$ cat config.mk
export PLATFORM = sky130hd
export DESIGN_NAME = stall_watchdog_with_clock_check_top
export DESIGN_NICKNAME = d
export VERILOG_FILES = /design/src/swd_pkg.sv /design/src/swd_cfg.sv /design/src/swd_flow.sv /design/src/swd_core.sv /design/src/stall_watchdog_with_clock_check_top.sv
export SDC_FILE = /design/constraint.sdc
export NUM_CORES = 2
export LEC_CHECK = 0
export ABC_AREA = 1
export ABC_CLOCK_PERIOD_IN_PS = 8100
export BUFFER_PORTS_ARGS = -buffer_cell sky130_fd_sc_hd__clkbuf_2
export CORE_MARGIN = 5
export CORE_UTILIZATION = 43
export CTS_CLUSTER_SIZE = 20
export DETAILED_ROUTE_END_ITERATION = 7
export PLACE_DENSITY_LB_ADDON = 0.15
export SYNTH_ARGS = -nofsm -noshare
export SYNTH_HDL_FRONTEND = slang
export SYNTH_SLANG_ARGS = --single-unit
export TNS_END_PERCENT = 20
$ cat constraint.sdc
create_clock -name clk -period 8.1 [get_ports clk]
set_input_delay 1.62 -clock clk [delete_from_list [all_inputs] [get_ports clk]]
set_output_delay 1.62 -clock clk [all_outputs]
set_load 0.02 [all_outputs]
$ cat src/swd_pkg.sv
`default_nettype none

package swd_pkg;

	localparam int unsigned CfgIdxW = 3;

	typedef enum logic [CfgIdxW-1:0] {
		CFG_STARVE_TIMEOUT  = 3'd0,
		CFG_REBOOT_ENABLE   = 3'd1,
		CFG_REBOOT_AFTER    = 3'd2,
		CFG_REQUIRE_JUMP    = 3'd3,
		CFG_CLOCK_JUMP      = 3'd4,
		CFG_MICRO_STEP      = 3'd5
	} cfg_idx_t;

	typedef enum logic {
		OP_HEARTBEAT = 1'b0,
		OP_CHECK     = 1'b1
	} op_t;

	localparam logic [31:0] StarveTimeoutRst = 32'd60000;
	localparam logic        RebootEnableRst  = 1'b1;
	localparam logic [31:0] RebootAfterRst   = 32'd0;
	localparam logic        RequireJumpRst   = 1'b1;
	localparam logic [31:0] ClockJumpRst     = 32'd5000;
	localparam logic [30:0] MicroStepRst     = 31'd100;

	typedef struct packed {
		logic [31:0] starve_timeout_ms;
		logic        reboot_enable;
		logic [31:0] reboot_after_ms;
		logic        require_clock_jump;
		logic [31:0] clock_jump_ms;
		logic [30:0] micro_step_ms;
	} cfg_t;

	typedef struct packed {
		logic        op;
		logic [31:0] tick_ms;
		logic [31:0] timer_ms;
	} item_t;

	typedef struct packed {
		logic               reboot_request;
		logic               jump_alarm;
		logic               stall_active;
		logic               micro_stall;
		logic signed [31:0] divergence_ms;
		logic [15:0]        stall_total;
		logic [15:0]        reboot_total;
		logic [15:0]        micro_total;
		logic [31:0]        time_lost_ms;
		logic [31:0]        last_duration_ms;
		logic signed [31:0] last_jump_ms;
	} result_t;

	typedef struct packed {
		logic        armed;
		logic        halted;
		logic [31:0] last_beat;
		logic        in_stall;
		logic [31:0] stall_start;
		logic [31:0] peak_jump;
		logic [31:0] pending_duration;
		logic        recovery_pending;
		logic [31:0] healthy_div;
		logic        healthy_valid;
		logic [31:0] prev_div;
		logic        prev_valid;
		logic        skip_next_step;
		logic [15:0] stall_count;
		logic [15:0] reboot_count;
		logic [15:0] micro_count;
		logic [31:0] lost_total;
		logic [31:0] rec_duration;
		logic [31:0] rec_jump;
	} state_t;

	typedef struct packed {
		logic load;
		logic fire;
	} flow_t;

	function automatic logic [15:0] inc_sat16(input logic [15:0] v);
		return (v == 16'hFFFF) ? v : v + 16'd1;
	endfunction

	function automatic logic [31:0] add_sat32(input logic [31:0] a, input logic [31:0] b);
		logic [32:0] s;
		s = {1'b0, a} + {1'b0, b};
		return s[32] ? 32'hFFFF_FFFF : s[31:0];
	endfunction

	function automatic logic [31:0] mag32(input logic [31:0] v);
		return v[31] ? (32'd0 - v) : v;
	endfunction

endpackage

`default_nettype wire

$ cat src/swd_cfg.sv
`default_nettype none

module swd_cfg (
	input  wire logic                        clk,
	input  wire logic                        arst_n,
	input  wire logic                        cfg_valid,
	output logic                             cfg_ready,
	input  wire logic [swd_pkg::CfgIdxW-1:0] cfg_index,
	input  wire logic [31:0]                 cfg_data,
	output swd_pkg::cfg_t                    cfg
);
	import swd_pkg::*;

	cfg_t cfg_q;

	assign cfg_ready = 1'b1;
	assign cfg       = cfg_q;

	always_ff @(posedge clk or negedge arst_n) begin
		if (!arst_n) begin
			cfg_q.starve_timeout_ms  <= StarveTimeoutRst;
			cfg_q.reboot_enable      <= RebootEnableRst;
			cfg_q.reboot_after_ms    <= RebootAfterRst;
			cfg_q.require_clock_jump <= RequireJumpRst;
			cfg_q.clock_jump_ms      <= ClockJumpRst;
			cfg_q.micro_step_ms      <= MicroStepRst;
		end else if (cfg_valid && cfg_ready) begin
			case (cfg_idx_t'(cfg_index))
				CFG_STARVE_TIMEOUT: cfg_q.starve_timeout_ms  <= cfg_data;
				CFG_REBOOT_ENABLE:  cfg_q.reboot_enable      <= cfg_data[0];
				CFG_REBOOT_AFTER:   cfg_q.reboot_after_ms    <= cfg_data;
				CFG_REQUIRE_JUMP:   cfg_q.require_clock_jump <= cfg_data[0];
				CFG_CLOCK_JUMP:     cfg_q.clock_jump_ms      <= cfg_data;
				CFG_MICRO_STEP:     cfg_q.micro_step_ms      <= cfg_data[30:0];
				default: ;
			endcase
		end
	end

endmodule

`default_nettype wire

$ cat src/swd_flow.sv
`default_nettype none

module swd_flow (
	input  wire logic     clk,
	input  wire logic     arst_n,
	input  wire logic     item_valid,
	output logic          item_stall,
	output logic          result_valid,
	input  wire logic     result_stall,
	output swd_pkg::flow_t flow
);
	import swd_pkg::*;

	logic valid_s1;
	logic valid_s2;
	logic advance;

	assign advance      = !valid_s2 || !result_stall;
	assign item_stall   = valid_s1 && !advance;
	assign result_valid = valid_s2;
	assign flow.load    = item_valid && !item_stall;
	assign flow.fire    = valid_s1 && advance;

	always_ff @(posedge clk or negedge arst_n) begin
		if (!arst_n) begin
			valid_s1 <= 1'b0;
			valid_s2 <= 1'b0;
		end else begin
			valid_s1 <= flow.load || (valid_s1 && !flow.fire);
			valid_s2 <= flow.fire || (valid_s2 && result_stall);
		end
	end

endmodule

`default_nettype wire

$ cat src/swd_core.sv
`default_nettype none

module swd_core (
	input  wire logic      clk,
	input  wire logic      arst_n,
	input  swd_pkg::cfg_t  cfg,
	input  swd_pkg::item_t item,
	input  wire logic      fire,
	output swd_pkg::result_t res
);
	import swd_pkg::*;

	state_t      st_q;
	state_t      st_d;
	logic [31:0] div;
	logic [31:0] step;
	logic [31:0] starved;
	logic [31:0] start;
	logic [31:0] peak;
	logic [31:0] stall_len;
	logic [31:0] jump;
	logic [31:0] jump_mag;
	logic [31:0] lost_amt;
	logic        lost_en;
	logic        clk_flag;
	logic        micro;
	logic        reboot;
	logic [31:0] reboot_jump;

	assign div       = item.tick_ms - item.timer_ms;
	assign step      = div - st_q.prev_div;
	assign starved   = item.tick_ms - st_q.last_beat;
	assign start     = st_q.in_stall ? st_q.stall_start : st_q.last_beat;
	assign peak      = st_q.in_stall ? st_q.peak_jump : 32'd0;
	assign stall_len = item.tick_ms - start;
	assign jump      = st_q.healthy_valid ? (div - st_q.healthy_div) : 32'd0;
	assign jump_mag  = mag32(jump);

	always_comb begin
		st_d        = st_q;
		lost_amt    = 32'd0;
		lost_en     = 1'b0;
		clk_flag    = 1'b0;
		micro       = 1'b0;
		reboot      = 1'b0;
		reboot_jump = 32'd0;
		if (!st_q.halted && op_t'(item.op) == OP_HEARTBEAT) begin
			st_d.last_beat = item.tick_ms;
			st_d.armed     = 1'b1;
			if (st_q.recovery_pending) begin
				st_d.recovery_pending = 1'b0;
				st_d.skip_next_step   = 1'b1;
				st_d.rec_duration     = st_q.pending_duration;
				st_d.rec_jump         = st_q.peak_jump;
				st_d.stall_count      = inc_sat16(st_q.stall_count);
				lost_amt              = st_q.pending_duration;
				lost_en               = 1'b1;
			end
			st_d.healthy_div   = div;
			st_d.healthy_valid = 1'b1;
			st_d.prev_div      = div;
			st_d.prev_valid    = 1'b1;
			if (st_q.prev_valid) begin
				if (st_d.skip_next_step) begin
					st_d.skip_next_step = 1'b0;
				end else if (!step[31] && step > {1'b0, cfg.micro_step_ms}) begin
					micro            = 1'b1;
					st_d.micro_count = inc_sat16(st_q.micro_count);
					lost_amt         = step;
					lost_en          = 1'b1;
				end
			end
		end else if (!st_q.halted && st_q.armed) begin
			if (starved <= cfg.starve_timeout_ms) begin
				if (st_q.in_stall) begin
					st_d.in_stall         = 1'b0;
					st_d.pending_duration = item.tick_ms - st_q.stall_start;
					st_d.recovery_pending = 1'b1;
				end
			end else begin
				st_d.in_stall    = 1'b1;
				st_d.stall_start = start;
				st_d.peak_jump   = peak;
				if (cfg.reboot_enable && cfg.reboot_after_ms != 32'd0
				    && stall_len >= cfg.reboot_after_ms) begin
					reboot = 1'b1;
				end else begin
					if (jump_mag > mag32(peak))
						st_d.peak_jump = jump;
					clk_flag    = jump_mag >= cfg.clock_jump_ms;
					reboot_jump = jump;
					reboot      = cfg.reboot_enable && (!cfg.require_clock_jump || clk_flag);
				end
			end
			if (reboot) begin
				st_d.rec_duration = stall_len;
				st_d.rec_jump     = reboot_jump;
				st_d.stall_count  = inc_sat16(st_q.stall_count);
				st_d.reboot_count = inc_sat16(st_q.reboot_count);
				st_d.halted       = 1'b1;
				lost_amt          = stall_len;
				lost_en           = 1'b1;
			end
		end
		if (lost_en)
			st_d.lost_total = add_sat32(st_q.lost_total, lost_amt);
	end

	always_comb begin
		res.reboot_request   = st_d.halted;
		res.jump_alarm       = clk_flag;
		res.stall_active     = st_d.in_stall;
		res.micro_stall      = micro;
		res.divergence_ms    = div;
		res.stall_total      = st_d.stall_count;
		res.reboot_total     = st_d.reboot_count;
		res.micro_total      = st_d.micro_count;
		res.time_lost_ms     = st_d.lost_total;
		res.last_duration_ms = st_d.rec_duration;
		res.last_jump_ms     = st_d.rec_jump;
	end

	always_ff @(posedge clk or negedge arst_n) begin
		if (!arst_n) begin
			st_q <= '0;
		end else if (fire) begin
			st_q <= st_d;
		end
	end

endmodule

`default_nettype wire

$ cat src/stall_watchdog_with_clock_check_top.sv
// Channel   Handshake                  Payload
// item      item_valid / item_stall    item (op, tick_ms, timer_ms)
// result    result_valid / result_stall result (flags, counters, stall record)
// cfg       cfg_valid / cfg_ready      cfg_index, cfg_data
//
// result_valid rises once the result register loads; item path: input register, then
// the stall tracking logic and state update feed the result register.
// One item per cycle sustained while result_stall is low; the state register updates on each fire.
// cfg_ready is always high. arst_n clears flags and counters, restores config defaults.
// A held result stalls the input register; item_stall then rises.
`default_nettype none

module stall_watchdog_with_clock_check_top (
	input  wire logic                        clk,
	input  wire logic                        arst_n,
	input  wire logic                        item_valid,
	output logic                             item_stall,
	input  swd_pkg::item_t                   item,
	output logic                             result_valid,
	input  wire logic                        result_stall,
	output swd_pkg::result_t                 result,
	input  wire logic                        cfg_valid,
	output logic                             cfg_ready,
	input  wire logic [swd_pkg::CfgIdxW-1:0] cfg_index,
	input  wire logic [31:0]                 cfg_data
);
	import swd_pkg::*;

	cfg_t    cfg;
	flow_t   flow;
	item_t   item_s1;
	result_t res;
	result_t result_s2;

	swd_cfg u_cfg (
		.clk       (clk),
		.arst_n    (arst_n),
		.cfg_valid (cfg_valid),
		.cfg_ready (cfg_ready),
		.cfg_index (cfg_index),
		.cfg_data  (cfg_data),
		.cfg       (cfg)
	);

	swd_flow u_flow (
		.clk          (clk),
		.arst_n       (arst_n),
		.item_valid   (item_valid),
		.item_stall   (item_stall),
		.result_valid (result_valid),
		.result_stall (result_stall),
		.flow         (flow)
	);

	swd_core u_core (
		.clk    (clk),
		.arst_n (arst_n),
		.cfg    (cfg),
		.item   (item_s1),
		.fire   (flow.fire),
		.res    (res)
	);

	always_ff @(posedge clk) begin
		if (flow.load)
			item_s1 <= item;
		if (flow.fire)
			result_s2 <= res;
	end

	assign result = result_s2;

endmodule

`default_nettype wire

# Word level (Yosys, flattened, before mapping)
# Index checks and enable logic that the tools add are counted.
# Widths: inputs -> output; s select.
[word_totals]
n_memories = 0
output_inout_bits = 183
latch_bits = 0
elab_cells = 165
reg_bits = 685
mem_bits_ro = 0
ramBits = 0
inputBits = 105
[classes]
muxes = 58
multipliers = 0
bitwise = 5
reduce_logical = 40
n_lt_le_gt_ge = 5
div_mod_pow = 0
addsub = 11
eq_ne = 8
n_shift = 0
[op_table]
columns = ["cell", "n"]
rows = [
  ["$mux 32", 20],
  ["$mux 64", 5],
  ["$sub 32x32->32", 5],
  ["$mux 16", 9],
  ["$mux 98", 1],
  ["$mux 97", 1],
  ["$mux 33", 2],
  ["$ge 32x32->1", 2],
  ["$sub 1x32->32 const A", 2],
  ["$add 16x1->16 const B", 3],
  ["$eq 16x16->1 const B", 3],
  ["$mux 17", 2],
  ["$add 32x32->33", 1],
  ["$gt 32x31->1", 1],
  ["$gt 32x32->1", 1],
  ["$le 32x32->1", 1],
  ["$reduce_bool 32->1", 1],
  ["$mux 1", 18],
  ["$reduce_and 2->1", 7],
  ["$logic_and 1x1->1", 11],
  ["$logic_not 1->1", 8],
  ["$reduce_and 4->1", 2],
  ["$eq 3x2->1 const B", 2],
  ["$eq 3x3->1 const B", 2],
  ["8 further kinds", 17],
]

# Depth between registers and ports, before layout
[depth]
ltp_word = 18
depth_mapped = 66
depth_no_buf = 64

# Cells and area by module
# From an unflattened synthesis, not the netlist that was laid out.
[hier_totals]
cells_unflattened = 6145
hier_area_um2 = 46917.5
[by_module_without_submodules]
columns = ["mod", "n_inst", "cells_each", "seq_area_each_um2", "area_each_um2"]
rows = [
  ["swd_core", 1, 5316, 7732.4, 34339.2],
  ["stall_watchdog_with_clock_check_top", 1, 245, 7357.1, 7357.1],
  ["swd_cfg", 1, 572, 3249.4, 5126.2],
  ["swd_flow", 1, 12, 50.0, 95.1],
]

# Least setup slack after synthesis
# No wires, ideal clock.
[synth_path]
path_kind = "reg2reg"
start = "register item_s1[34] (netlist name)"
end = "register result_s2 (netlist bit result[83]), data pin"
t_required_ps = 7969
path_stages_with_launch = 60
n_path_buf = 3
setup_ps = 131
arrival_time_ps = 7885
period_less_slack_ps = 8016
path_slack_ps = 84
cell_sequence = "edfxtp_1 ha_1 a21oi_2 nand2_1 nand2_1 nand2_2 nand2_1 nand2_2 a21oi_1 o21ai_0 a21oi_1 o21bai_1 a21oi_1 nand2_1 and2_1 ha_1 inv_1 nor3_1 [... 24 more ...] nand2_1 a21oi_1 ha_1 inv_1 fa_1 inv_1 nand3_1 nand2_1 a21boi_1 o21ai_0 nand2_1 nand2_1 a21oi_1 o21ai_1 buf_2 nor2_1 nand3_1 and2_1"
[synth_lines]
columns = ["element", "line", "source"]
rows = [
  ["start, declared", "stall_watchdog_with_clock_check_top.sv:31", "item_t item_s1;"],
  ["start signal, assigned", "stall_watchdog_with_clock_check_top.sv:66", "item_s1 <= item;"],
  ["end signal, assigned", "stall_watchdog_with_clock_check_top.sv:68", "result_s2 <= res;"],
  ["end, declared", "stall_watchdog_with_clock_check_top.sv:33", "result_t result_s2;"],
]

==> key figures <==
Route
  • DRT iter0 DRCs: 4090
  • Routed Antenna Nets: 0
  • Via Count: 44200
  • Wire per inst: 20.1 um
  • Routed Wire Length: 169000 um
  • Via density: 5.25
  • DR pass1 iterations: 5
  • Drt drc: 0

Layout
  • Final instance area: 0.0592 sq mm
  • Layout cells sized above 1: 0.242
  • Final #Nets: 7421
  • Layout Cells excl Fill: 8428
  • Area Growth Syn to Fin: 29.3%
  • Fillers: 9947

Pwr
  • Pwr Density: 239 mW/mm^2
  • Pleak: 28.9 nW
  • Worst vdd ir: 196 uV
  • Power Total: 14.2 mW

Timing
  • Final Skew: 0.0313 ns
  • RSZ-0062 raised after global routing: yes
  • Final setup fails: 57
  • Fin. Hold Viols: 0
  • Slew margin rel.: 0.274
  • Fin. max-slew vios: 0
  • Final worst setup slack: -0.166 ns
  • Tmin final: 8.27 ns
  • Tcrit/Tclk final: 1.02
  • Max Clk Rate: 121 MHz
  • Worst slew pin tran: 1.08 ns

Global routing
  • GRT Total Usage: 0.291
  • Initial antenna violation count: 7
  • Total grt overflow: 0
  • Largest net degree at the start of global routing: 171
  • Vias in the first global route: 41500
  • First-pass GRT wire length: 252000 um

Worst setup path
  • Arrival time at the worst endpoint: 8.87 ns
  • Critical-path maximum fanout: 6
  • CP Capture Type: register
  • Critical Setup Path Class: reg -> reg
  • Slowest CP cell: edfxtp_1
  • CP startpoint kind: register
  • CP peak stage delay: 0.49 ns
  • CP required: 8.71 ns
  • CP most frequent cell: nand2_1

Place
  • Final HPWL DP: 132000 um
  • Placed cell count: 8145
  • Gpl congestion: 0.970
  • IO Port Bufs: 286
  • Placement Cell Area: 0.0532 sq mm

Synth
  • Synth Flop Type: dfrtp_1
  • Post-synthesis sequential area ratio: 0.401
  • Most frequent cell after synthesis: nand2_1
  • Ys async rst share: 0.642
  • Post-synthesis cell count: 6006
  • Mapped Area: 0.0458 sq mm
  • Post-synth EDFFs: 245
  • Yosys reg bits: 685
  • Largest area contributor in the netlist: dfrtp_1
  • Post-synthesis net count: 6468
  • Synth top area cells: dfrtp_1, edfxtp_1, nand2_1
  • Count of different cell masters after synthesis: 69
  • YS warnings: 0
  • Mean Syn Cell Area: 7.63 sq um
  • Synth cell count leaders: nand2_1, inv_1, o21ai_0, dfrtp_1, a21oi_1
  • Yosys top cell area share: 0.231

Floorplanning
  • I/O Pins: 288
  • Die height: 336 um
  • Core ar.: 0.106 sq mm
  • DIE WIDTH: 336 um
  • Number of cell rows: 119
  • Initial core utilization: 0.434
  • Die ar.: 0.113 sq mm

Status
  • Failing checks: setup timing
  • Status: complete, but fails checks

Clock tree
  • Max H-tree Level: 3
  • Clk slew on worst S/H paths: 0.06 ns
  • Worst-skew pair later-pin latency: 0.68 ns
  • Clock Path Buffers: 3
  • Clock root buffer: clkbuf_16
  • CTS tree: done
  • Clk sinks: 685
  • Cts hold-fix bufs: 0
  • CTS Buf Count: 81

Run
  • Max Cap Viol: 0

Worst hold path
  • Min-delay worst type: reg -> reg
## stage by stage
stage                     setup TNS (ns)  hold WS (ns)  setup WS [ns]  utilization
final                              -3.66         0.478         -0.166        0.561
after CTS                         -0.374         0.479        -0.0683        0.548
after global placement            -70.93         0.457          -1.19        0.504
after floorplan                        0         0.434         0.0840            -
after global routing              -36.82         0.491         -0.554        0.561
after detailed placement          -79.41         0.462          -1.32        0.504
## registers in the layout, summed over array words and instances, names as in the netlist
name                 cells
item_s1                 65
result                 180
u_cfg.cfg              129
u_core.st_q            309
u_flow.result_valid      1
u_flow.valid_s1          1
## what timing repair did
item | 4_1_cts | 5_1_grt
pin swaps | 129 | 177
cloned | 2 | 0
buffers inserted | 92 | 28
gates resized for setup | 318 | 255
endpoints found under the setup margin | 64 | 96
## cells by family (layout without fill, tap and decap cells)
family                     Yosys count  after routing  share of synthesized area
muxes                                4              4                   0.000874
xor gates and xnor gates           178            178                     0.0347
buffers and inverters             1047           2069                     0.0882
DFF                                685            685                      0.401
AOI/OAI and AO/OA                 1188           1188                      0.141
other                                1             10                  0.0000819
and+or+nand+nor                   2546           2546                      0.235
adders and majority gates          357            357                     0.0985
## layer usage
layer  track usage  share of wire  vias to the layer above
li1              -              -                    21700
met1         0.411           0.45                    20700
met2         0.455           0.44                     1480
met3        0.0376          0.064                      284
met4         0.116          0.049                        2
met5             0       0.000047                        -
## area by class of cell
| cell class | instances | area [sq um] | share of cell area |
|---|---|---|---|
| Sequential cell | 685 | 18400 | 0.311 |
| Clock buffer | 109 | 2300 | 0.0389 |
| Multi-Input combinational cell | 4274 | 25600 | 0.433 |
| Tap cell | 1391 | 1740 | 0.0294 |
| Clock inverter | 43 | 470 | 0.00795 |
| Timing Repair Buffer | 1041 | 7360 | 0.124 |
| Inverter | 876 | 3300 | 0.0557 |
| Antenna cell | 9 | 22.5 | 0.000380 |
## final timing paths
| path | start | to | slack, ns | cells after the start |
|---|---|---|---|---|
| min in group asynchronous | arst_n | u_core.st_q[299] | 0.89 | 1 |
| hold reg to reg | u_core.st_q[227] | u_core.st_q[227] | 0.48 | 2 |
| hold / removal | u_core.st_q[227] | u_core.st_q[227] | 0.48 | 2 |
| setup / recovery | item_s1[37] | u_core.st_q[95] | -0.17 | 65 |
| max in group asynchronous | arst_n | u_core.st_q[135] | 5.94 | 2 |
| setup reg to reg | item_s1[37] | u_core.st_q[95] | -0.17 | 65 |
## report_power, final
part | switching (mW) | total [mW] | internal (mW) | leakage [nW]
Sequential | 0.163 | 4.07 | 3.91 | 8.22
Clock | 1.59 | 3.83 | 2.24 | 1.35
Combinational | 3.69 | 6.26 | 2.56 | 19.3
Total | 5.45 | 14.2 | 8.71 | 28.9
## worst max-delay path, delay by kind of cell, from the launching register on
kind	cells	cell delay, ns
flops	1	0.49
fa+ha+maj	5	1.30
compound gates	9	1.16
simple gates	37	3.48
xor+xnor	1	0.15
buf+inv	13	1.56
## cell usage in the layout (no fill, tap or decap), types with 17 or more instances in the layout
cell,synthesis,routed
dfstp_2,17,17
ha_4,0,44
buf_4,9,721
buf_6,2,20
nor4_1,22,19
clkbuf_2,0,285
edfxtp_1,245,245
nand2_1,1639,1551
nand4_1,75,75
a22oi_1,38,38
ha_1,351,306
and2_1,46,40
nand2_2,19,89
xor2_1,127,116
o21ai_1,54,82
nand3_1,313,279
xnor2_1,47,45
o21ai_2,1,30
a21oi_1,377,290
nor2_2,15,50
o21a_1,17,17
nand2_4,2,19
nor2_1,311,261
nor2_4,3,18
dfrtp_1,423,422
a21oi_2,3,75
o211ai_1,36,36
inv_1,862,835
clkbuf_16,0,83
nand3_2,5,33
inv_2,14,36
o21ai_0,552,491
a21o_1,25,24
nor3_1,55,44
Note: power is estimated with default switching activity, not from simulation.
